File: src/sv/kscr_pkg.sv
package kscr_pkg;

	localparam int KEY_W       = 12;
	localparam int KEY_IDX_W   = 4;
	localparam int SAMPLE_W    = 10;
	localparam int LVL_W       = 3;
	localparam int PREV_LVL_W  = 4;
	localparam int BYTE_W      = 6;
	localparam int PEND_W      = KEY_W + 2;
	localparam int PEND_IDX_W  = $clog2(PEND_W);
	localparam int STICK_A_POS = KEY_W;
	localparam int STICK_B_POS = KEY_W + 1;
	localparam int QUEUE_DEPTH = 2;

	localparam logic [PREV_LVL_W-1:0] LEVEL_RESET = 4'h8;
	localparam logic [1:0]            PFX_STICK_A = 2'b10;
	localparam logic [1:0]            PFX_STICK_B = 2'b11;

	localparam int DEF_ROWS         = 3;
	localparam int DEF_COLUMNS      = 4;
	localparam int DEF_DEAD_BAND    = 64;
	localparam int DEF_REPEAT_COUNT = 3;

	// one scan that caused at least one event
	typedef struct packed {
		logic [KEY_W-1:0]  keys;
		logic [PEND_W-1:0] pend;
		logic [LVL_W-1:0]  level_a;
		logic [LVL_W-1:0]  level_b;
	} job_t;

endpackage

File: src/sv/kscr_front.sv
module kscr_front
	import kscr_pkg::*;
#(
	parameter int ROWS      = DEF_ROWS,
	parameter int COLUMNS   = DEF_COLUMNS,
	parameter int DEAD_BAND = DEF_DEAD_BAND
) (
	input  logic                clk,
	input  logic                arst_n,
	input  logic                in_valid,
	output logic                in_ready,
	input  logic [KEY_W-1:0]    key_bits,
	input  logic [SAMPLE_W-1:0] stick_a_sample,
	input  logic [SAMPLE_W-1:0] stick_b_sample,
	input  logic                q_full,
	output logic                q_push,
	output job_t                q_data
);

	localparam int KEY_TOTAL = ROWS * COLUMNS;
	localparam int KEY_LIMIT = (KEY_TOTAL >= KEY_W) ? KEY_W : KEY_TOTAL;
	localparam logic [KEY_W-1:0] KEY_MASK =
		(KEY_LIMIT >= KEY_W) ? {KEY_W{1'b1}} : KEY_W'((1 << KEY_LIMIT) - 1);
	localparam int SPAN_RAW = 511 - 2 * DEAD_BAND;
	localparam int SPAN     = (SPAN_RAW < 1) ? 1 : SPAN_RAW;
	localparam logic signed [13:0] DB   = 14'(DEAD_BAND);
	localparam logic signed [13:0] MID  = 14'(512 + DEAD_BAND);
	localparam logic signed [13:0] TH1  = 14'(SPAN);
	localparam logic signed [13:0] TH2  = 14'(2 * SPAN);
	localparam logic signed [13:0] TH3  = 14'(3 * SPAN);

	logic [KEY_W-1:0]      prev_keys_q;
	logic [PREV_LVL_W-1:0] prev_level_a_q;
	logic [PREV_LVL_W-1:0] prev_level_b_q;

	logic [KEY_W-1:0] keys;
	logic [KEY_W-1:0] diff;
	logic [LVL_W-1:0] level_a;
	logic [LVL_W-1:0] level_b;
	logic             chg_a;
	logic             chg_b;
	logic             accept;

	// clamp(trunc(3*v/span), 0, 3) is the number of thresholds k*span that 3*v reaches
	function automatic logic [1:0] term(input logic signed [13:0] v);
		logic signed [13:0] v3;
		v3 = v * 14'sd3;
		return 2'({1'b0, (v3 >= TH1)} + {1'b0, (v3 >= TH2)} + {1'b0, (v3 >= TH3)});
	endfunction

	function automatic logic [LVL_W-1:0] level(input logic [SAMPLE_W-1:0] x);
		logic signed [13:0] xs;
		logic [1:0]         t1;
		logic [1:0]         t2;
		xs = $signed({4'b0, x});
		t1 = term(xs - DB);
		t2 = term(xs - MID);
		return 3'd6 - {1'b0, t1} - {1'b0, t2};
	endfunction

	always_comb begin
		keys    = key_bits & KEY_MASK;
		diff    = keys ^ prev_keys_q;
		level_a = level(stick_a_sample);
		level_b = level(stick_b_sample);
		chg_a   = {1'b0, level_a} != prev_level_a_q;
		chg_b   = {1'b0, level_b} != prev_level_b_q;
		in_ready = !q_full;
		accept   = in_valid && in_ready;

		q_data.keys    = keys;
		q_data.pend    = {chg_b, chg_a, diff};
		q_data.level_a = level_a;
		q_data.level_b = level_b;
		// a scan without changes produces nothing downstream
		q_push = accept && (q_data.pend != '0);
	end

	always_ff @(posedge clk or negedge arst_n) begin
		if (!arst_n) begin
			prev_keys_q    <= '0;
			prev_level_a_q <= LEVEL_RESET;
			prev_level_b_q <= LEVEL_RESET;
		end else if (accept) begin
			prev_keys_q    <= keys;
			prev_level_a_q <= {1'b0, level_a};
			prev_level_b_q <= {1'b0, level_b};
		end
	end

endmodule

File: src/sv/kscr_queue.sv
module kscr_queue
	import kscr_pkg::*;
(
	input  logic clk,
	input  logic arst_n,
	input  logic push,
	input  job_t push_data,
	input  logic pop,
	output job_t pop_data,
	output logic full,
	output logic empty
);

	localparam int PTR_W = (QUEUE_DEPTH > 1) ? $clog2(QUEUE_DEPTH) : 1;
	localparam int CNT_W = $clog2(QUEUE_DEPTH + 1);

	job_t             mem [QUEUE_DEPTH];
	logic [PTR_W-1:0] wr_ptr_q;
	logic [PTR_W-1:0] rd_ptr_q;
	logic [CNT_W-1:0] count_q;

	assign full     = count_q == CNT_W'(QUEUE_DEPTH);
	assign empty    = count_q == '0;
	assign pop_data = mem[rd_ptr_q];

	always_ff @(posedge clk) begin
		if (push) begin
			mem[wr_ptr_q] <= push_data;
		end
	end

	always_ff @(posedge clk or negedge arst_n) begin
		if (!arst_n) begin
			wr_ptr_q <= '0;
			rd_ptr_q <= '0;
			count_q  <= '0;
		end else begin
			if (push) begin
				wr_ptr_q <= (wr_ptr_q == PTR_W'(QUEUE_DEPTH - 1)) ? '0 : wr_ptr_q + 1'b1;
			end
			if (pop) begin
				rd_ptr_q <= (rd_ptr_q == PTR_W'(QUEUE_DEPTH - 1)) ? '0 : rd_ptr_q + 1'b1;
			end
			if (push && !pop) begin
				count_q <= count_q + 1'b1;
			end else if (pop && !push) begin
				count_q <= count_q - 1'b1;
			end
		end
	end

`ifndef ASSERT_OFF
	a_no_overflow: assert property (@(posedge clk) disable iff (!arst_n)
		full |-> !push)
		else $error("queue written while full");
	a_no_underflow: assert property (@(posedge clk) disable iff (!arst_n)
		empty |-> !pop)
		else $error("queue read while empty");
`endif

endmodule

File: src/sv/kscr_back.sv
module kscr_back
	import kscr_pkg::*;
#(
	parameter int REPEAT_COUNT = DEF_REPEAT_COUNT
) (
	input  logic              clk,
	input  logic              arst_n,
	input  logic              q_empty,
	input  job_t              q_data,
	output logic              q_pop,
	output logic              out_valid,
	input  logic              out_ready,
	output logic [BYTE_W-1:0] event_byte,
	output logic              last_of_scan
);

	localparam int REP_W = (REPEAT_COUNT > 1) ? $clog2(REPEAT_COUNT) : 1;

	logic                  busy_q;
	logic [PEND_W-1:0]     mask_q;
	logic [KEY_W-1:0]      keys_q;
	logic [LVL_W-1:0]      level_a_q;
	logic [LVL_W-1:0]      level_b_q;
	logic [REP_W-1:0]      rep_q;
	logic                  out_valid_q;
	logic [BYTE_W-1:0]     byte_q;
	logic                  last_q;

	logic                  advance;
	logic                  emit;
	logic                  rep_last;
	logic [PEND_IDX_W-1:0] idx;
	logic [PEND_W-1:0]     pend_next;
	logic [BYTE_W-1:0]     byte_d;
	logic                  last_d;

	// lowest pending event goes first: keys in index order, then stick a, then stick b
	always_comb begin
		idx = '0;
		for (int i = PEND_W - 1; i >= 0; i--) begin
			if (mask_q[i]) begin
				idx = PEND_IDX_W'(i);
			end
		end
		pend_next      = mask_q;
		pend_next[idx] = 1'b0;

		if (idx == PEND_IDX_W'(STICK_A_POS)) begin
			byte_d = {PFX_STICK_A, 1'b0, level_a_q};
		end else if (idx == PEND_IDX_W'(STICK_B_POS)) begin
			byte_d = {PFX_STICK_B, 1'b0, level_b_q};
		end else begin
			byte_d = {1'b0, keys_q[idx[KEY_IDX_W-1:0]], idx[KEY_IDX_W-1:0]};
		end

		advance  = !out_valid_q || out_ready;
		emit     = advance && busy_q;
		q_pop    = advance && !busy_q && !q_empty;
		rep_last = rep_q == REP_W'(REPEAT_COUNT - 1);
		last_d   = rep_last && (pend_next == '0);
	end

	always_ff @(posedge clk or negedge arst_n) begin
		if (!arst_n) begin
			busy_q      <= 1'b0;
			mask_q      <= '0;
			rep_q       <= '0;
			out_valid_q <= 1'b0;
		end else if (advance) begin
			out_valid_q <= busy_q;
			if (busy_q) begin
				if (rep_last) begin
					rep_q  <= '0;
					mask_q <= pend_next;
					busy_q <= pend_next != '0;
				end else begin
					rep_q <= rep_q + 1'b1;
				end
			end else if (q_pop) begin
				mask_q <= q_data.pend;
				busy_q <= 1'b1;
			end
		end
	end

	always_ff @(posedge clk) begin
		if (q_pop) begin
			keys_q    <= q_data.keys;
			level_a_q <= q_data.level_a;
			level_b_q <= q_data.level_b;
		end
		if (emit) begin
			byte_q <= byte_d;
			last_q <= last_d;
		end
	end

	assign out_valid    = out_valid_q;
	assign event_byte   = byte_q;
	assign last_of_scan = last_q;

`ifndef ASSERT_OFF
	a_busy_has_work: assert property (@(posedge clk) disable iff (!arst_n)
		busy_q |-> (mask_q != '0))
		else $error("sequencer busy with nothing pending");
	a_rep_range: assert property (@(posedge clk) disable iff (!arst_n)
		rep_q <= REP_W'(REPEAT_COUNT - 1))
		else $error("repeat counter out of range");
	a_last_ends_scan: assert property (@(posedge clk) disable iff (!arst_n)
		(emit && last_d) |=> (!busy_q && out_valid_q && last_q))
		else $error("last beat of a scan did not end the job");
	a_pop_only_idle: assert property (@(posedge clk) disable iff (!arst_n)
		q_pop |=> (busy_q && !out_valid_q))
		else $error("job load did not start the sequencer");
`endif

endmodule

File: src/sv/keypad_stick_change_reporter.sv
// a scan's first beat goes through the job queue, the job load and the output register
// one beat per cycle but for out_ready stalls and job loads; REPEAT_COUNT beats per event
// the back end works on one scan at a time; a 2-deep job queue lets scans be taken meanwhile
// a scan with no change produces no beat and is not queued
// reset: asynchronous, clears the queue and output; previous keys go to zero, levels to 8
module keypad_stick_change_reporter
	import kscr_pkg::*;
#(
	parameter int ROWS         = DEF_ROWS,
	parameter int COLUMNS      = DEF_COLUMNS,
	parameter int DEAD_BAND    = DEF_DEAD_BAND,
	parameter int REPEAT_COUNT = DEF_REPEAT_COUNT
) (
	input  logic                clk,
	input  logic                arst_n,
	input  logic                in_valid,
	output logic                in_ready,
	input  logic [KEY_W-1:0]    key_bits,
	input  logic [SAMPLE_W-1:0] stick_a_sample,
	input  logic [SAMPLE_W-1:0] stick_b_sample,
	output logic                out_valid,
	input  logic                out_ready,
	output logic [BYTE_W-1:0]   event_byte,
	output logic                last_of_scan
);

	logic q_push;
	logic q_pop;
	logic q_full;
	logic q_empty;
	job_t q_wdata;
	job_t q_rdata;

	kscr_front #(
		.ROWS      (ROWS),
		.COLUMNS   (COLUMNS),
		.DEAD_BAND (DEAD_BAND)
	) u_front (
		.clk            (clk),
		.arst_n         (arst_n),
		.in_valid       (in_valid),
		.in_ready       (in_ready),
		.key_bits       (key_bits),
		.stick_a_sample (stick_a_sample),
		.stick_b_sample (stick_b_sample),
		.q_full         (q_full),
		.q_push         (q_push),
		.q_data         (q_wdata)
	);

	kscr_queue u_queue (
		.clk       (clk),
		.arst_n    (arst_n),
		.push      (q_push),
		.push_data (q_wdata),
		.pop       (q_pop),
		.pop_data  (q_rdata),
		.full      (q_full),
		.empty     (q_empty)
	);

	kscr_back #(
		.REPEAT_COUNT (REPEAT_COUNT)
	) u_back (
		.clk          (clk),
		.arst_n       (arst_n),
		.q_empty      (q_empty),
		.q_data       (q_rdata),
		.q_pop        (q_pop),
		.out_valid    (out_valid),
		.out_ready    (out_ready),
		.event_byte   (event_byte),
		.last_of_scan (last_of_scan)
	);

endmodule
File: config.mk
export PLATFORM = sky130hd
export DESIGN_NAME = keypad_stick_change_reporter
export DESIGN_NICKNAME = d
export VERILOG_FILES = /design/src/sv/kscr_pkg.sv /design/src/sv/kscr_front.sv /design/src/sv/kscr_queue.sv /design/src/sv/kscr_back.sv /design/src/sv/keypad_stick_change_reporter.sv
export SDC_FILE = /design/constraint.sdc
export NUM_CORES = 1
export LEC_CHECK = 0
export BUFFER_PORTS_ARGS = -buffer_cell sky130_fd_sc_hd__buf_4
export CAP_MARGIN = 20
export CORE_MARGIN = 1
export CORE_UTILIZATION = 45
export DETAILED_ROUTE_END_ITERATION = 8
export HOLD_SLACK_MARGIN = 0.02
export SLEW_MARGIN = 0
export SYNTH_ARGS = -nofsm -noshare
export SYNTH_HDL_FRONTEND = slang
export SYNTH_SLANG_ARGS = --single-unit
File: constraint.sdc
create_clock -name clk -period 3 [get_ports clk]
set_clock_uncertainty 0.05 [all_clocks]
set_input_delay 0.3 -clock clk [delete_from_list [all_inputs] [get_ports clk]]
set_output_delay 0.3 -clock clk [all_outputs]
set_load 0.01 [all_outputs]
==> metrics.cfg <==
[placed_design]
place_area_um2=9677
place_ws_ps=-3227
hpwl_um=13220
gp_congestion=0.9227
place.port_buffers=44
dp.cells=1044

[floorplanning]
dieArea_um2=18260
die_x_um=135.1
core-area_um2=17300
std_cell_rows=48
start_util_pct=46.10
ioPinCount=45
die_h_um=135.1

[final_layout]
fin_nets=964
final_area_um2=11100
syn_to_final_growth_pct=39.15
n_antenna_cell=0
final_cells=1101
post-route-util_pct=64.15
nFillCells=1339
drive_gt1_share_pct=43.04

[logic_synthesis]
synth_top_area_share_pct=33.52
synth_top_family_by_area=compound AO/OA/AOI/OAI gates
synth_area_um2=7974
synth_mux_area_share_pct=7.343
yosysSeqAreaShare_pct=46.40
synth_edf_count=89
syn_avg_cell_area_um2=11.52
yosysUniqueCellTypes=85
syn_inst=692
synth_ff_type=edfxtp_1
yosys-top-cells-area=edfxtp_1 34%, dfrtp_1 13%, ha_1 8.9%
synth-seq-cells=130
synthAdderAreaFrac_pct=10.95
async_reset_ff_share_pct=31.54
syn_nets=793
synth_top_area_cell=edfxtp_1
yosys.area_share.simple_pct=11.34
synth_xor_xnor_area_share_pct=5.272
synth_compound_area_share_pct=15.14
yosys_warnings=0

[critical_path]
crit_family=adder cells
slowest_stage=fa_1
crit_buf_inv=10
crit_path_end_kind=flop
crit_type=input pin to flop
cp-start-kind=input pin
crit_required_ps=3100
cpPeakStageDelay_ps=510
path_max_fanout=8
critPathArrivalTime_ps=5690

[outcome]
violations=setup timing
status=complete, but fails checks

[global_route]
grt_pass1_wl_um=30330
antenna_found_initial=0
grt_pass1_vias=6223
grt.total_usage_pct=21.35
grt_remaining_overflow=0
grt_start_max_net_pins=42

[cts]
clk_pin_slew_ps=50
htreeDepth=4
cts_sinks=130
clock_path_buffers=2
numCtsBuffers=17
clock-root-buffer=clkbuf_16
cts_tree=yes
clock_latency_ps=400

[pwr]
power_mw=11.16
p_per_area_nw_per_um2=1006
p_leak_nw=4.418
ir_worst_vdd_v=0.0007353

[min_path]
hp-class=input pin to flop

[route]
final_antenna_net_count=0
drc=0
drt_iter0_drc=228
vias_per_cell=5.472
dr.pass1.iters=4
vias=6025
wl_per_cell_um=16.83
drt_wl_total_um=18530

[timing]
fmax_ghz=0.1789
holdWs_ps=53.02
maxSlewHeadroom_pct=36.37
drv_slew=0
fin_crit_ps=5591
min_period_over_period_pct=186.4
hold_viol_final=0
worst_pin_slew_ps=952.2
setup_tns_ps=-192190
rsz0062_at_grt=yes
setup_viol=89
setup_slack_ps=-2591

[run]
maxCapViolations=0

## cells in the mapped netlist, types with 5 or more instances
library cell	number
o21ai_1	5
xor2_1	33
o31ai_1	7
a31oi_1	12
o21ai_0	41
clkbuf_1	12
and2_1	5
nand3b_1	5
nand4_1	6
mux2i_1	18
dfrtp_1	40
nand3_1	13
nand2_1	28
a21oi_1	21
xnor2_1	15
nor3_1	12
o21a_1	7
and3_1	7
nand2b_1	6
fa_1	8
nor4_1	6
inv_1	50
o211ai_1	9
mux2_2	36
o22ai_1	7
nor3b_1	5
a21o_1	8
nor2_1	31
edfxtp_1	89
a211oi_1	8
nor2b_1	7
ha_1	57
## state kept, by name, summed over array words and instances (netlist names), 2 cells and up
name                    flops
u_back.keys_q              12
u_front.prev_keys_q        12
u_front.prev_level_a_q      3
u_back.rep_q                2
u_queue.mem                64
u_back.level_b_q            3
u_back.mask_q              14
u_queue.count_q             2
u_back.level_a_q            3
u_back.event_byte           6
u_front.prev_level_b_q      4
## final timing paths
check / slack, ps / from / to / cells past startpoint
worst min register to register: 460 / u_front.prev_level_a_q[1] / u_front.prev_level_a_q[1] / 2
worst max register to register: 220 / u_back.mask_q[12] / u_back.event_byte[4] / 6
min in group asynchronous: 400 / arst_n / u_back.rep_q[1] / 2
worst min-delay path: 50 / key_bits[10] / u_queue.mem[0][30] / 1
max in group asynchronous: 2090 / arst_n / u_back.mask_q[5] / 2
worst max-delay path: -2590 / stick_a_sample[6] / u_queue.mem[1][11] / 29
## repair_timing
item / 4_1_cts / 5_1_grt
hold endpoints to repair: 40 / 0
setup endpoints to repair: 89 / 89
pin swaps: 50 / 1
hold buffers: 1 / 0
resized for setup: 88 / 20
cloned: 4 / 1
setup buffers: 17 / 5
## report_power, final
group          internal [mW]  total (mW)  switching [mW]
logic                   2.93        5.83            2.90
registers               2.84        3.20           0.353
clock network           1.43        2.14           0.710
total                   7.20        11.2            3.96
## cell usage in the layout (no fill, tap or decap), types with 4 or more instances in the layout
| master | synthesis | layout |
|---|---|---|
| nor2_1 | 31 | 29 |
| nor2b_4 | 0 | 4 |
| buf_6 | 2 | 17 |
| nor4_1 | 6 | 6 |
| ha_4 | 0 | 28 |
| dfrtp_1 | 40 | 40 |
| inv_1 | 50 | 34 |
| mux2i_1 | 18 | 18 |
| inv_2 | 1 | 13 |
| nor2b_1 | 7 | 4 |
| o22ai_1 | 7 | 4 |
| xnor2_1 | 15 | 12 |
| nor3b_1 | 5 | 4 |
| o21ai_1 | 5 | 7 |
| fa_1 | 8 | 6 |
| a21o_1 | 8 | 8 |
| o21a_1 | 7 | 7 |
| nand4_1 | 6 | 6 |
| nand2_1 | 28 | 26 |
| and3_1 | 7 | 5 |
| nor3_1 | 12 | 8 |
| bufinv_16 | 0 | 4 |
| xor2_1 | 33 | 24 |
| a211oi_1 | 8 | 5 |
| and2_4 | 0 | 5 |
| clkbuf_16 | 0 | 18 |
| nand3b_1 | 5 | 5 |
| nand3_2 | 2 | 4 |
| a21oi_1 | 21 | 18 |
| mux2_2 | 36 | 36 |
| xor2_2 | 0 | 8 |
| ha_1 | 57 | 28 |
| nand2b_1 | 6 | 6 |
| o21ai_0 | 41 | 33 |
| nand3_1 | 13 | 11 |
| o211ai_1 | 9 | 9 |
| a31oi_1 | 12 | 8 |
| o21ai_2 | 0 | 4 |
| buf_4 | 0 | 142 |
| edfxtp_1 | 89 | 89 |
## layer usage
layer	wire length, µm	vias up	global-route usage [%]
met5	0	-	0
met4	303	0	7.366
met3	591	21	3.566
met2	10110	110	40.00
met1	7524	2953	24.28
li1	-	2941	-
## area by class of cell
class                      instances  area [µm²]  share of cell area [%]
multi-input combinational        496        4866                   43.85
sequential                       130        3700                   33.34
clock buffer                      21       460.4                   4.150
clock inverter                    11       158.9                   1.432
inverter                          51       231.5                   2.086
timing repair buffer             167        1398                   12.60
tap                              225       281.5                   2.537
## worst reg2reg max path, stage by stage (launching register included)
cell      delay [ps]
dfrtp_1          430
nand2b_1         190
a221oi_2         290
o221a_1          560
mux2_2           410
a211oi_1         420
a32oi_1          170
## cell families (layout without fill, tap and decap cells)
group,after synthesis,count (layout)
AOI/OAI and AO/OA,167,167
muxes,54,54
xor gates and xnor gates,48,48
DFF,130,130
and+or+nand+nor,158,162
adders and majority gates,65,65
buffers and inverters,70,250
No activity file was read; power rests on OpenSTA's default activity.
